`src/rtl/vpu_pkg.sv`:
```
// Shared constants, types and the arctangent table of the vortex particle update.
package vpu_pkg;

  // Rotation iterations and quotient bits of the life ratio
  localparam int CORDIC_STEPS = 16;
  localparam int DIV_STEPS    = 16;
  localparam int NUM_CELLS    = (CORDIC_STEPS > DIV_STEPS) ? CORDIC_STEPS : DIV_STEPS;
  localparam int IDX_W        = $clog2(NUM_CELLS);

  // Angle constants, Q30
  localparam logic [38:0]        TWO_PI_U    = 39'd6746518852;
  localparam logic [38:0]        ANG_BIAS    = 39'd215888603264;  // 32 turns
  localparam logic signed [33:0] TWO_PI_S    = 34'sd6746518852;
  localparam logic signed [33:0] PI_S        = 34'sd3373259426;
  localparam logic signed [33:0] HALF_PI_S   = 34'sd1686629713;
  localparam logic signed [32:0] CORDIC_GAIN = 33'sd652032874;

  // Configuration register indexes
  typedef enum logic [1:0] {
    REG_ROT_SPEED = 2'd0,
    REG_UP_SPEED  = 2'd1,
    REG_GROWTH    = 2'd2
  } cfg_reg_e;

  // One input beat
  typedef struct packed {
    logic signed [31:0] pos_x;
    logic signed [31:0] pos_y;
    logic signed [31:0] pos_z;
    logic signed [31:0] center_x;
    logic signed [31:0] center_y;
    logic signed [31:0] center_z;
    logic [31:0]        age;
    logic [31:0]        lifetime;
    logic [15:0]        time_step;
  } in_t;

  // Particle as it travels through the front stages and the cell row
  typedef struct packed {
    logic signed [32:0] rx;
    logic signed [32:0] ry;
    logic signed [32:0] rz;
    logic signed [31:0] cx;
    logic signed [31:0] cy;
    logic signed [31:0] cz;
    logic [31:0]        age;
    logic [31:0]        life;
    logic               full;   // life ratio pinned to one
    logic signed [32:0] aprod;
    logic signed [48:0] rprod;
    logic signed [32:0] rise;
    logic [38:0]        ang;
    logic signed [33:0] zr;
    logic               flip;
    logic signed [32:0] xc;
    logic signed [32:0] yc;
    logic [32:0]        rem;
    logic [15:0]        quo;
  } item_t;

  // atan(2^-i) in Q30
  function automatic logic signed [33:0] atan_q30(input logic [4:0] i);
    logic signed [33:0] a;
    case (i)
      5'd0:  a = 34'sd843314857;
      5'd1:  a = 34'sd497837829;
      5'd2:  a = 34'sd263043837;
      5'd3:  a = 34'sd133525159;
      5'd4:  a = 34'sd67021687;
      5'd5:  a = 34'sd33543516;
      5'd6:  a = 34'sd16775851;
      5'd7:  a = 34'sd8388437;
      5'd8:  a = 34'sd4194283;
      5'd9:  a = 34'sd2097149;
      5'd10: a = 34'sd1048576;
      5'd11: a = 34'sd524288;
      5'd12: a = 34'sd262144;
      5'd13: a = 34'sd131072;
      5'd14: a = 34'sd65536;
      5'd15: a = 34'sd32768;
      5'd16: a = 34'sd16384;
      5'd17: a = 34'sd8192;
      5'd18: a = 34'sd4096;
      5'd19: a = 34'sd2048;
      5'd20: a = 34'sd1024;
      5'd21: a = 34'sd512;
      5'd22: a = 34'sd256;
      5'd23: a = 34'sd128;
      5'd24: a = 34'sd64;
      5'd25: a = 34'sd32;
      5'd26: a = 34'sd16;
      5'd27: a = 34'sd8;
      5'd28: a = 34'sd4;
      5'd29: a = 34'sd2;
      5'd30: a = 34'sd1;
      default: a = 34'sd0;
    endcase
    return a;
  endfunction

endpackage

```
`src/rtl/vpu_cell.sv`:
```
// One cell of the row: a CORDIC rotation step and a restoring divide step.
module vpu_cell import vpu_pkg::*; (
  input  logic             clk_i,
  input  logic             rst_ni,
  input  logic             en_i,
  input  logic [IDX_W-1:0] idx_i,
  input  logic             valid_i,
  input  item_t            item_i,
  output logic             valid_o,
  output item_t            item_o
);

  item_t it_d, it_q;
  logic  valid_q;

  always_comb begin
    logic [32:0] r2;
    it_d = item_i;
    r2   = {item_i.rem[31:0], 1'b0};
    // rotation toward zero residual angle
    if (32'(idx_i) < CORDIC_STEPS) begin
      if (item_i.zr >= 0) begin
        it_d.xc = item_i.xc - (item_i.yc >>> idx_i);
        it_d.yc = item_i.yc + (item_i.xc >>> idx_i);
        it_d.zr = item_i.zr - atan_q30(5'(idx_i));
      end else begin
        it_d.xc = item_i.xc + (item_i.yc >>> idx_i);
        it_d.yc = item_i.yc - (item_i.xc >>> idx_i);
        it_d.zr = item_i.zr + atan_q30(5'(idx_i));
      end
    end
    // one quotient bit of age / lifetime
    if (32'(idx_i) < DIV_STEPS) begin
      if (r2 >= {1'b0, item_i.life}) begin
        it_d.rem = r2 - {1'b0, item_i.life};
        it_d.quo = {item_i.quo[14:0], 1'b1};
      end else begin
        it_d.rem = r2;
        it_d.quo = {item_i.quo[14:0], 1'b0};
      end
    end
  end

  always_ff @(posedge clk_i) begin
    if (en_i) begin
      it_q <= it_d;
    end
  end

  always_ff @(posedge clk_i or negedge rst_ni) begin
    if (!rst_ni) begin
      valid_q <= 1'b0;
    end else if (en_i) begin
      valid_q <= valid_i;
    end
  end

  assign valid_o = valid_q;
  assign item_o  = it_q;

endmodule

```
`config.mk`:
```
export PLATFORM = sky130hd
export DESIGN_NAME = vpu_cell
export DESIGN_NICKNAME = d
export VERILOG_FILES = /design/src/rtl/vpu_pkg.sv /design/src/rtl/vpu_cell.sv
export SDC_FILE = /design/constraint.sdc
export NUM_CORES = 1
export LEC_CHECK = 0
export ABC_AREA = 1
export BUFFER_PORTS_ARGS = -buffer_cell sky130_fd_sc_hd__buf_4
export CELL_PAD_IN_SITES_DETAIL_PLACEMENT = 1
export CELL_PAD_IN_SITES_GLOBAL_PLACEMENT = 2
export CORE_AREA = 2 2 448 450
export DETAILED_ROUTE_END_ITERATION = 7
export DIE_AREA = 0 0 450 452
export PLACE_DENSITY_LB_ADDON = 0.1
export SLEW_MARGIN = 30
export SYNTH_ARGS = -nofsm -noshare
export SYNTH_HDL_FRONTEND = slang
export SYNTH_SLANG_ARGS = --single-unit
```
`constraint.sdc`:
```
create_clock -name clk_i -period 1.97 [get_ports clk_i]
set_input_delay 0.394 -clock clk_i [delete_from_list [all_inputs] [get_ports clk_i]]
set_output_delay 0.394 -clock clk_i [all_outputs]
set_load 0.03 [all_outputs]
```
==> impl_metrics.yaml <==
outcome:
  status: "finished, violations left"
  violations: "setup timing"
grt:
  grt_antenna_before_repair: 59
  grt_pass1_vias: 36040
  grt_usage_pct: 21.77
  grt_start_max_net_pins: 48
  grt_pass1_wl_mm: 305.7
  overflow: 0
final_layout:
  fill_cells: 22810
  layout-drive-gt1-share_pct: 53.84
  fin_nets: 6599
  syn_to_final_growth_pct: 102.1
  fin_area_mm2: 0.06293
logic_synthesis:
  ys_warn_count: 0
  ys_seq_area_share_pct: 54.48
  synth_top_area_share_pct: 54.40
  yosys_most_used_dff: "edfxtp_1"
  syn_nets: 3998
  syn_inst: 3282
  synthDistinctLibCells: 53
  synth_area_mm2: 0.03113
  synth-edff-count: 564
  ys_seq_elements: 565
  syn_area_per_cell_um2: 9.486
  synthArstFlopShare_pct: 0.1770
  yosysMostFrequentCell: "nand2_1"
  ys_top_cells_by_count: "nand2_1 (889), edfxtp_1 (564), nand3_1 (332)"
  synth_area_leaders: "edfxtp_1 (54%), nand2_1 (11%), ha_1 (5.6%)"
  synth_top_cell_by_area: "edfxtp_1"
critical_path:
  reg2reg_slack_ns: 1.23
  crit_required_ns: 2.41
  cp-start-kind: "primary input"
  cp_max_fo: 8
  worst-endpoint-arrival_ns: 3.75
  crit_type: "in -> reg"
  worstSetupEndpointType: "flop"
clocking:
  cts_tree: "yes"
  clkSinkCount: 565
  htree_levels: 3
  clk_latency_ns: 0.71
  clkTransAtPathRegs_ns: 0.05
  cts_buffer_depth: 3
  cts_buffers: 76
  clock_tree.root_cell: "clkbuf_16"
timing:
  worst_slack_ns: -1.347
  whs_ns: 0.07712
  hold_viol: 0
  final.setup_skew_ns: 0
  rsz0062_at_grt: "yes"
  period_needed_ns: 3.317
  max_slew_margin_pct: 57.71
  tns_ns: -98.25
  slew_violations: 0
  finalCritPeriodShare_pct: 168.4
  tightest_slew_ns: 0.6343
  setup_viol: 132
  max_freq_ghz: 0.3015
worst_hold_path:
  min_path_type: "in -> reg"
floorplanning:
  io_pins: 1137
  fp.dieH_um: 452
  die_x_um: 450
  dieArea_mm2: 0.2034
  start_util_pct: 15.67
  rows: 164
  core_mm2: 0.1986
detailed_routing:
  drcViolationCount: 0
  viasPerCell: 4.021
  via_count: 34660
  ant_nets: 0
  firstDrtPassIters: 5
  routed_wl_mm: 230.0
  wl_per_cell_um: 26.68
  drt_iter0_drc: 1840
placed_design:
  placed_area_mm2: 0.05056
  numPortBuffers: 1134
  place.gp.congestion: 0.8763
  hpwl_mm: 194.8
power:
  irDropWorstVdd_mv: 0.6408
  finalPower_mw: 51.93
  p_leak_nw: 27.60
  cellPowerDensity_mw_per_mm2: 825.3
flow_run:
  maxCapViolCount: 0
metrics by stage:
step / cells / util [%] / setup WS [ns]
detailed placement: 7902 / 25.46 / -2.596
finish: 8620 / 31.68 / -1.347
floorplan: 3282 / - / -1.865
global placement: 7902 / 25.46 / -2.568
global route: 8603 / 31.66 / -1.507
CTS: 8534 / 30.35 / -1.314
where the power goes:
part,switching (mW),leakage [nW],total (mW),internal (mW)
registers,0.760,5.53,15.8,15.1
logic,12.4,20.9,22.0,9.62
clock network,6.01,1.18,14.1,8.07
total,19.2,27.6,51.9,32.8
cells in the final DEF (no fill, tap or decap), types with 17 or more instances in the layout:
cell,n
buf_6,38
xor2_2,29
edfxtp_1,564
diode_2,26
nand4_1,22
dlygate4sd3_1,452
nand2_1,651
ha_4,87
buf_12,32
xor2_1,87
o21ai_1,55
o21ai_0,33
nand3_1,199
buf_4,2060
o21ai_4,20
xnor2_1,47
a21oi_4,23
ha_1,44
o21ai_2,28
nor2_2,67
clkbuf_16,79
nor2_4,64
nand2_4,35
inv_1,256
inv_2,51
nor2_1,148
a21oi_1,60
a21oi_2,71
clkinv_1,17
a21o_1,21
nand2_2,227
nand3_2,128
final timing paths:
path | startpoint | endpoint | cells after the start
min in group asynchronous | rst_ni | valid_o | 3
max in group asynchronous | rst_ni | valid_o | 3
setup / recovery | idx_i[0] | item_o[96] | 26
hold reg to reg | valid_o | valid_o | 1
setup reg to reg | valid_o | valid_o | 1
hold / removal | item_i[23] | item_o[24] | 4
registers in the layout, summed over array words and instances, names as in the netlist:
name	cells
valid_o	1
item_o	564
cell families after synthesis:
family          count (synthesis)  synth area share (%)
compound gates                401                 7.588
simple gates                 1598                 21.69
buf+inv                       394                 5.285
mux                             1               0.03617
fa+ha+maj                     144                 5.884
xor+xnor                      179                 5.036
flops                         565                 54.48
cell type report:
type	instances	area, µm²	share of cell area, %
repair buffers	2597	21390	33.99
multi-input cells	2323	17440	27.71
flip-flops and latches	565	16960	26.95
well taps	2656	3323	5.281
clock buffers	90	1954	3.106
inverters	319	1284	2.040
clock inverters	43	504.2	0.8013
diodes	26	65.06	0.1034
repair inverters	1	8.758	0.01392
routing by layer:
metal,vias to the layer above,GRT usage [%],routed length (µm)
met5,-,0,103
met4,16,4.630,4525
li1,16430,-,-
met2,871,36.92,111900
met1,17150,28.78,102500
met3,200,3.881,10970
timing repair:
| item | 4_1_cts | 5_1_grt |
|---|---|---|
| cloned | 6 | 3 |
| endpoints found under the hold margin | 451 | 0 |
| pin swaps | 147 | 199 |
| hold buffers | 452 | 0 |
| setup endpoints to repair | 127 | 145 |
| gates resized for setup | 515 | 455 |
| buffers inserted | 42 | 57 |
critical path: stages:
cell	delay [ns]
clkbuf_16	0.16
buf_12	0.13
buf_16	0.14
nand2_4	0.07
buf_4	0.11
nand3_4	0.08
nand3_2	0.10
nand2_4	0.08
buf_4	0.15
a21oi_4	0.19
nand3_4	0.12
nor2_4	0.16
buf_6	0.12
nor2_2	0.03
buf_4	0.12
xor2_1	0.14
ha_2	0.37
nand2_2	0.08
nor2_1	0.13
inv_1	0.08
o21ai_4	0.20
buf_4	0.15
a21oi_4	0.05
buf_4	0.13
buf_4	0.12
xnor2_1	0.13
Power figures use the tool's default switching activity.
